**src/hw/rtl/stable_priority_queue_defines.svh**
```systemverilog
// Assertion macros shared by the priority queue RTL.
// Included by the files that carry concurrent checks; needs clk and rst in scope.
`ifndef STABLE_PRIORITY_QUEUE_DEFINES_SVH
`define STABLE_PRIORITY_QUEUE_DEFINES_SVH

// Check that holds at every edge out of reset.
`define SPQ_ASSERT_ALWAYS(label, expr, msg) \
  label: assert property (@(posedge clk) disable iff (rst) (expr)) else $error(msg);

// Check that a condition at one edge implies a consequence at the next.
`define SPQ_ASSERT_NEXT(label, ante, cons, msg) \
  label: assert property (@(posedge clk) disable iff (rst) (ante) |=> (cons)) \
    else $error(msg);

`endif

```
**src/hw/rtl/spq_pkg.sv**
```systemverilog
// Package for the stable priority queue: parameter defaults, request and
// status codes, and the command struct sent to every cell. No dependencies.
package spq_pkg;

  localparam int DEPTH_DEFAULT         = 16;
  localparam int PRIORITY_BITS_DEFAULT = 8;
  localparam int TAG_BITS_DEFAULT      = 16;

  localparam logic MODE_ENQ = 1'b0;
  localparam logic MODE_DEQ = 1'b1;

  typedef enum logic [1:0] {
    ST_ENQ   = 2'd0,
    ST_DEQ   = 2'd1,
    ST_EMPTY = 2'd2,
    ST_FULL  = 2'd3
  } status_t;

  typedef struct packed {
    logic enq;
    logic deq;
  } cell_cmd_t;

endpackage

```
**src/hw/rtl/spq_cell.sv**
```systemverilog
// One slot of the sorted chain: holds a priority, a tag and a valid bit.
// Depends on spq_pkg for the command struct.
module spq_cell #(
  parameter int PRIORITY_BITS = 8,
  parameter int TAG_BITS      = 16
) (
  input  logic                     clk,
  input  logic                     rst,
  input  spq_pkg::cell_cmd_t       cmd,
  input  logic [PRIORITY_BITS-1:0] new_prio,
  input  logic [TAG_BITS-1:0]      new_tag,
  input  logic                     left_valid,
  input  logic                     left_ahead,
  input  logic [PRIORITY_BITS-1:0] left_prio,
  input  logic [TAG_BITS-1:0]      left_tag,
  input  logic                     right_valid,
  input  logic [PRIORITY_BITS-1:0] right_prio,
  input  logic [TAG_BITS-1:0]      right_tag,
  output logic                     valid,
  output logic                     ahead,
  output logic [PRIORITY_BITS-1:0] prio,
  output logic [TAG_BITS-1:0]      tag
);
  import spq_pkg::*;

  logic                     valid_next;
  logic [PRIORITY_BITS-1:0] prio_next;
  logic [TAG_BITS-1:0]      tag_next;

  // Entry stays in front of a new word of equal or higher priority value.
  assign ahead = valid && (prio <= new_prio);

  always_comb begin
    valid_next = valid;
    prio_next  = prio;
    tag_next   = tag;
    if (cmd.enq) begin
      valid_next = valid | left_valid;
      if (!ahead) begin
        if (left_ahead) begin
          prio_next = new_prio;
          tag_next  = new_tag;
        end else begin
          prio_next = left_prio;
          tag_next  = left_tag;
        end
      end
    end else if (cmd.deq) begin
      // advance everything one slot towards the front
      valid_next = right_valid;
      prio_next  = right_prio;
      tag_next   = right_tag;
    end
  end

  always_ff @(posedge clk) begin
    if (rst) begin
      valid <= 1'b0;
    end else begin
      valid <= valid_next;
    end
  end

  always_ff @(posedge clk) begin
    prio <= prio_next;
    tag  <= tag_next;
  end

endmodule

```
**src/hw/rtl/stable_priority_queue.sv**
```systemverilog
// Stable bounded priority queue built as a shifting chain of compare cells.
// Depends on spq_pkg, spq_cell and stable_priority_queue_defines.svh.
//
//   channel | handshake            | words
//   --------+----------------------+------------------------------
//   in      | in_valid / in_stall  | mode, priority_req, tag
//   out     | out_valid / out_stall| status, tag_out, count
//
// One request per cycle while in_stall is low: every cell compares and shifts
// in the same cycle, and the result is registered on acceptance. in_stall is
// high while a result waits in the output register and out_stall holds it.
// Reset empties every cell and the output register; no clearing pass.
`include "stable_priority_queue_defines.svh"

module stable_priority_queue #(
  parameter int DEPTH         = spq_pkg::DEPTH_DEFAULT,
  parameter int PRIORITY_BITS = spq_pkg::PRIORITY_BITS_DEFAULT,
  parameter int TAG_BITS      = spq_pkg::TAG_BITS_DEFAULT
) (
  input  logic                           clk,
  input  logic                           rst,
  input  logic                           in_valid,
  output logic                           in_stall,
  input  logic                           mode,
  input  logic [PRIORITY_BITS-1:0]       priority_req,
  input  logic [TAG_BITS-1:0]            tag,
  output logic                           out_valid,
  input  logic                           out_stall,
  output logic [1:0]                     status,
  output logic [TAG_BITS-1:0]            tag_out,
  output logic [$clog2(DEPTH+1)-1:0]     count
);
  import spq_pkg::*;

  localparam int CNT_W = $clog2(DEPTH + 1);

  logic                     accept;
  logic                     full;
  logic                     empty;
  cell_cmd_t                cmd;
  logic [CNT_W-1:0]         cnt;
  logic [CNT_W-1:0]         cnt_next;
  status_t                  status_next;
  logic [TAG_BITS-1:0]      tag_out_next;

  logic [DEPTH-1:0]         c_valid;
  logic [DEPTH-1:0]         c_ahead;
  logic [PRIORITY_BITS-1:0] c_prio [DEPTH];
  logic [TAG_BITS-1:0]      c_tag  [DEPTH];

  assign in_stall = out_valid && out_stall;
  assign accept   = in_valid && !in_stall;
  assign full     = (cnt == CNT_W'(DEPTH));
  assign empty    = (cnt == '0);

  always_comb begin
    cmd.enq      = 1'b0;
    cmd.deq      = 1'b0;
    cnt_next     = cnt;
    tag_out_next = '0;
    if (mode == MODE_ENQ) begin
      if (full) begin
        status_next = ST_FULL;
      end else begin
        status_next = ST_ENQ;
        cmd.enq     = accept;
        cnt_next    = cnt + 1'b1;
      end
    end else begin
      if (empty) begin
        status_next = ST_EMPTY;
      end else begin
        status_next  = ST_DEQ;
        cmd.deq      = accept;
        tag_out_next = c_tag[0];
        cnt_next     = cnt - 1'b1;
      end
    end
  end

  genvar i;
  generate
    for (i = 0; i < DEPTH; i++) begin : g_cell
      logic                     l_valid;
      logic                     l_ahead;
      logic [PRIORITY_BITS-1:0] l_prio;
      logic [TAG_BITS-1:0]      l_tag;
      logic                     r_valid;
      logic [PRIORITY_BITS-1:0] r_prio;
      logic [TAG_BITS-1:0]      r_tag;

      if (i == 0) begin : g_head
        // front cell sees the new word as its left neighbour
        assign l_valid = 1'b1;
        assign l_ahead = 1'b1;
        assign l_prio  = priority_req;
        assign l_tag   = tag;
      end else begin : g_body
        assign l_valid = c_valid[i-1];
        assign l_ahead = c_ahead[i-1];
        assign l_prio  = c_prio[i-1];
        assign l_tag   = c_tag[i-1];
      end

      if (i == DEPTH - 1) begin : g_tail
        assign r_valid = 1'b0;
        assign r_prio  = c_prio[i];
        assign r_tag   = c_tag[i];
      end else begin : g_mid
        assign r_valid = c_valid[i+1];
        assign r_prio  = c_prio[i+1];
        assign r_tag   = c_tag[i+1];
      end

      spq_cell #(
        .PRIORITY_BITS(PRIORITY_BITS),
        .TAG_BITS     (TAG_BITS)
      ) u_cell (
        .clk        (clk),
        .rst        (rst),
        .cmd        (cmd),
        .new_prio   (priority_req),
        .new_tag    (tag),
        .left_valid (l_valid),
        .left_ahead (l_ahead),
        .left_prio  (l_prio),
        .left_tag   (l_tag),
        .right_valid(r_valid),
        .right_prio (r_prio),
        .right_tag  (r_tag),
        .valid      (c_valid[i]),
        .ahead      (c_ahead[i]),
        .prio       (c_prio[i]),
        .tag        (c_tag[i])
      );
    end
  endgenerate

  always_ff @(posedge clk) begin
    if (rst) begin
      cnt       <= '0;
      out_valid <= 1'b0;
    end else begin
      if (accept) begin
        cnt       <= cnt_next;
        out_valid <= 1'b1;
      end else if (!out_stall) begin
        out_valid <= 1'b0;
      end
    end
  end

  // hold the result word while it is stalled
  always_ff @(posedge clk) begin
    if (accept) begin
      status  <= status_next;
      tag_out <= tag_out_next;
      count   <= cnt_next;
    end
  end

  `SPQ_ASSERT_ALWAYS(a_fill, $countones(c_valid) == cnt, "cell fill differs from count")
  `SPQ_ASSERT_ALWAYS(a_count_bound, cnt <= CNT_W'(DEPTH), "count above depth")
  `SPQ_ASSERT_NEXT(a_enq_grows, cmd.enq, cnt == $past(cnt) + 1'b1, "enqueue did not grow count")
  `SPQ_ASSERT_NEXT(a_deq_front, cmd.deq, tag_out == $past(c_tag[0]), "dequeue lost front word")
  `SPQ_ASSERT_NEXT(a_deq_status, cmd.deq, status == ST_DEQ, "dequeue status wrong")

endmodule

```
**config.mk**
```make
export PLATFORM = sky130hd
export DESIGN_NAME = stable_priority_queue
export DESIGN_NICKNAME = d
export VERILOG_FILES = /design/src/hw/rtl/spq_pkg.sv /design/src/hw/rtl/spq_cell.sv /design/src/hw/rtl/stable_priority_queue.sv
export VERILOG_INCLUDE_DIRS = /design/src /design/src/hw/rtl
export SDC_FILE = /design/constraint.sdc
export NUM_CORES = 1
export LEC_CHECK = 0
export BUFFER_PORTS_ARGS = -buffer_cell sky130_fd_sc_hd__buf_2
export CAP_MARGIN = 20
export CORE_ASPECT_RATIO = 1.25
export CORE_MARGIN = 3
export CORE_UTILIZATION = 50
export DETAILED_ROUTE_END_ITERATION = 6
export GPL_ROUTABILITY_DRIVEN = 0
export GPL_TIMING_DRIVEN = 0
export PLACE_DENSITY = 0.62
export SYNTH_ARGS = -nofsm -noshare
export SYNTH_HDL_FRONTEND = slang
export SYNTH_SLANG_ARGS = --single-unit
```
**constraint.sdc**
```tcl
create_clock -name clk -period 5.8 [get_ports clk]
set_input_delay 0.87 -clock clk [delete_from_list [all_inputs] [get_ports clk]]
set_output_delay 0.87 -clock clk [all_outputs]
set_load 0.005 [all_outputs]
```
# Yosys cells after proc, flatten, opt, wreduce, memory -nomap -nowiden
# Index checks and enable logic that the tools add are counted.
# classes
add_sub_neg,2
order_cmp,16
eq_ne,17
mux,164
bitwise_logic,17
reduce_logical,38
# op_table
op,n
2-to-1 mux 16 bit,60
2-to-1 mux 8 bit,60
less-or-equal comparator 8 bit,16
2-to-1 mux 1 bit,38
AND reduction 2 bit,16
!= test 2 bit (second input constant),15
logical AND 1 bit,18
2-to-1 mux 5 bit,3
bitwise OR 1 bit,15
2-to-1 mux 2 bit,3
adder 5 x 1 -> 5 bit (second input constant),1
equality test 5 bit (second input constant),1
logical NOT 5 bit,1
subtractor 5 x 1 -> 5 bit (second input constant),1
!= test 2 x 1 -> 1 bit (second input constant),1
inverter 1 bit,2
nonzero test 2 bit,1
OR reduction 2 bit,1
logical NOT 1 bit,1
# totals
reg_bits,429
out_inout_bits,25
word_cells,307

# Longest topological paths before layout
# depth
depth_word,7
depth_mapped,11
mapped_depth_nobuf,7

# Cells and area by module
# A second synthesis with hierarchy kept.
# unflattened
hier_cells,2416
hier_area_um2,25833.5
# by_module_without_submodules
module,instances,cells_each,area_each_um2,seq_area_each_um2
spq_cell,16,144,1530.2,740.7
stable_priority_queue,1,112,1350.0,810.8

# Worst setup path after synthesis
# Ideal clock, no wire load.
# synth_timing
kind,input to register
startpoint,in priority_req[1]
endpoint,reg g_cell[13].u_cell.prio[0] (enable)
setup_ns,0.438
arrival_ns,4.898
required_time_ns,5.362
path_slack_ns,0.464
path_stages,10
cell_sequence,clkbuf_1 clkbuf_1 inv_1 ha_1 nor2b_1 o211ai_1 a211oi_1 clkbuf_1 nor3_1 o21ai_0
# synth_between
elab_chain_len,4
# synth_rtl
item,line_no,text
"start, declared",stable_priority_queue.sv:25,"input logic [PRIORITY_BITS-1:0] priority_req,"
less-or-equal comparator 8 bit,spq_cell.sv:31,assign ahead = valid && (prio <= new_prio);
logical AND 1 bit,spq_cell.sv:31,
!= test 2 bit (no source line),--,
AND reduction 2 bit (no source line),--,
"end signal, assigned",spq_cell.sv:65,prio <= prio_next;
"end, declared",spq_cell.sv:21,"output logic [PRIORITY_BITS-1:0] prio,"
# Every way passes these cells.
# A chain may end at the register's enable or synchronous reset.

# Final worst setup path
# layout_timing
startpoint,in priority_req[5]
endpoint,reg g_cell[4].u_cell.tag[3] (enable)
# layout_between
elab_chain_len,4
# layout_rtl
item,line_no,text
less-or-equal comparator 8 bit,spq_cell.sv:31,
logical AND 1 bit,spq_cell.sv:31,
!= test 2 bit (no source line),--,
AND reduction 2 bit (no source line),--,
"end signal, assigned",spq_cell.sv:66,tag <= tag_next;
"end, declared",spq_cell.sv:22,output logic [TAG_BITS-1:0] tag
# Every way passes these cells.

==> key figures <==
Setup path
  • Critical path endpoint category: register
  • Worst Path Max Fanout: 14
  • Reg-to-Reg End: g_cell[5].u_cell.prio[5]
  • Crit-path max cell delay: 0.98 ns
  • Slowest stage cell, crit path: clkbuf_1
  • Ordered cell list for the critical path: clkbuf_1 > clkbuf_1 > inv_1 > buf_16 > ha_1 > nand4_1 > nor2_1 > a211oi_2 > clkbuf_1 > nor3_1 > o21ai_2 > buf_8
  • Critical path required time: 6.11 ns
  • Critical path data arrival time: 6.19 ns
  • Reg2reg setup slack: 2.09 ns
  • R2R Path Start: cnt[0]
  • Worst setup SP type: primary input
  • Most Frequent Cell on Critical Path: clkbuf_1
  • Crit Path Class: in -> reg
  • Worst R2R Path Depth: 9

Place
  • Post-DP HPWL: 79,200 µm
  • Placed Area: 28,300 µm²
  • Setup Slack @ Placement: -0.405 ns
  • Input/output buffers: 30
  • Placed instance count: 3,535

Pwr
  • Tot Pwr: 9.59 mW
  • PwrDens: 320 nW/µm²
  • P_leak: 9.94 nW
  • Max VDD drop: 225 µV

STA
  • Min Hold Slack: 0.501 ns
  • PnR worst setup slack: -0.0806 ns
  • Skew final: 0.0346 ns
  • Final setup viols: 26
  • RSZ-0062 raised after global routing: false
  • Worst Tran Pin Value: 1.26 ns
  • Peak Freq: 170 MHz
  • Tcrit/Tclk final: 101%
  • Total negative slack: -1.46 ns
  • Min cycle time layout: 5.88 ns
  • Fin. max-slew vios: 0
  • Final Hold Fails: 0
  • Slew headroom: 16.0%

Clocking
  • CTS tree: done
  • Skew-Pair Late Insertion Delay: 0.61 ns
  • H-tree levels: 2
  • Post-CTS resize count: 0
  • Num CTS Buffers: 47
  • CTS root buffer: clkbuf_16
  • Bufs on Longest Clock Path: 3
  • Sink Count: 429
  • Clock Pin Slew Worst Setup and Hold Paths: 0.06 ns
  • Total setup buffers inserted after CTS: 0
  • Count of hold buffers inserted by post-cts repair: 0

Global route
  • Total global routing track utilization: 36.7%
  • Largest net degree at the start of global routing: 28
  • Grt ovf: 0
  • Vias in the first global route: 25,327
  • Initial antenna violation count: 0
  • First-pass GRT wire length: 156,000 µm

Cells and area
  • Layout Cells excl Fill: 3,624
  • Area growth syn-to-layout: 12.2%
  • Final core utilization: 56.9%
  • Final #Nets: 3,073
  • Antenna cells: 0
  • Finished Cell Area: 30,000 µm²
  • Share of layout cells above drive strength 1: 8.16%

Floorplan
  • Die area: 56,200 µm²
  • Row count: 94
  • Starting Density: 50.7%
  • Die Wd: 213 µm
  • Core Box Area: 52,700 µm²
  • Die height: 264 µm
  • I/O pins: 54

Yosys
  • Mapped Avg Cell Area: 9.52 µm²
  • Syn nets: 2,964
  • FF+latch count, synth: 429
  • Syn Inst Count: 2,805
  • Synth unique cells: 45
  • YS warnings: 0
  • Post-synthesis cell area: 26,700 µm²
  • Seq/Total Area, Yosys: 47.4%

Worst hold path
  • Worst Hold Path Cells: 2
  • Worst hold start: in_valid
  • Hold EP: out_valid
  • Hold Path Class: in -> reg

Route
  • DRC: 0
  • Wirelength, routed: 106,000 µm
  • Initial DRC count: 2,959
  • Final ANT Viol Nets: 0
  • Via density: 7.18
  • Pre-antenna DRT Iters: 6
  • Number of vias in the routed layout: 26,015
  • DR WL/cell: 29.1 µm

Run
  • Max Cap Viol: 0

Run status
  • Failing checks: negative setup slack
  • Outcome: finished with violations
per-layer routing:
layer	GRT usage (%)	part of all wire (%)	vias to the layer above
met1	44.7	36	12522
met4	23.7	7.7	0
met2	59.8	47	1637
met5	0	0	-
met3	6.58	9.0	472
li1	-	-	11384
area by class of cell:
type                            count  area (µm²)
Inverter                           42         158
Buffer                            353        1440
Tap cell                          672         841
Timing Repair Buffer               60         741
Clock buffer                       59        1260
Clock inverter                     28         358
Sequential cell                   429       12700
Multi-Input combinational cell   1981       12500
Fill cell                        4658       22700
worst max-delay path by stage:
stage                    start                        end  slack [ns]  depth (start not counted)
3_3_place_gp   priority_req[5]    g_cell[4].u_cell.tag[3]       -2.59                          9
6_report       priority_req[5]    g_cell[4].u_cell.tag[3]       -0.08                         12
3_5_place_dp   priority_req[5]    g_cell[4].u_cell.tag[3]       -0.40                         12
2_1_floorplan  priority_req[1]  g_cell[13].u_cell.prio[0]        0.46                         10
5_1_grt        priority_req[5]    g_cell[4].u_cell.tag[8]       0.002                         12
4_1_cts        priority_req[5]    g_cell[4].u_cell.tag[3]        0.21                         12
state kept, by name (all words and copies together), names as in the netlist:
register and count:
status 2, count 5, g_cell.u_cell.tag 256, cnt 5
tag_out 16, g_cell.u_cell.valid 16, out_valid 1, g_cell.u_cell.prio 128
power by group:
part           internal (mW)  leakage [nW]  switching, mW
clock                   1.90         0.792           1.35
sequential              3.85          4.01          0.279
combinational          0.673          5.14           1.54
synth_stat cells, drive strengths merged:
library cell	count	area [µm²]
nand4	368	2300
o21a	4	30.0
o31ai	336	2520
nor3	19	95.1
mux2i	2	20.0
and3	18	113
a21oi	68	340
clkbuf	271	1020
nor2	362	1360
o221a	1	11.3
inv	27	101
a31oi	336	2100
a211oi	15	173
nor4bb	1	10.0
nor2b	31	194
o21ai	69	345
nand2	130	488
o211ai	15	113
o211a	14	140
buf	82	422
xnor2	3	26.3
o221ai	1	8.76
or3b	1	8.76
a21o	3	22.5
or3	1	6.26
or4b	1	13.8
clkinv	15	56.3
o22ai	24	150
nand3	1	5.00
nor3b	1	7.51
nand2b	3	18.8
nand4bb	1	11.3
nand3b	4	30.0
ha	130	1630
a21bo	1	10.0
o31a	1	8.76
dfxtp	22	440
and2	2	15.0
edfxtp	407	12200
a211o	14	123
cells by family after synthesis:
group	Yosys count	synth area share, %
AND/OR/NAND/NOR	944	17.5
AO/OA/AOI/OAI	902	22.8
adder cells (fa/ha/maj)	130	6.09
XOR/XNOR	3	0.0984
flip-flops	429	47.4
multiplexers	2	0.0750
buffers and inverters	395	5.98
worst max-delay path: cells and delay by family:
family	cells	cell delay, ns
and+or+nand+nor	3	0.42
buffers and inverters	6	3.36
AOI/OAI and AO/OA	2	1.15
adders and majority gates	1	0.33
cells in the final DEF, fill, tap and decap left out, types with 15 or more instances in the layout:
| cell type | count |
|---|---|
| nor3_1 | 19 |
| o211ai_1 | 15 |
| nor2b_1 | 31 |
| clkbuf_1 | 280 |
| o21ai_2 | 15 |
| and3_1 | 18 |
| nand4_1 | 368 |
| clkinv_1 | 20 |
| edfxtp_1 | 407 |
| buf_2 | 104 |
| nor2_1 | 362 |
| a31oi_1 | 336 |
| dfxtp_1 | 22 |
| ha_1 | 130 |
| a21oi_1 | 68 |
| inv_1 | 27 |
| o21ai_0 | 40 |
| o22ai_1 | 24 |
| nand2_1 | 130 |
| o31ai_1 | 336 |
| clkbuf_16 | 48 |
| buf_8 | 17 |
(Power assumes the default switching activity.)
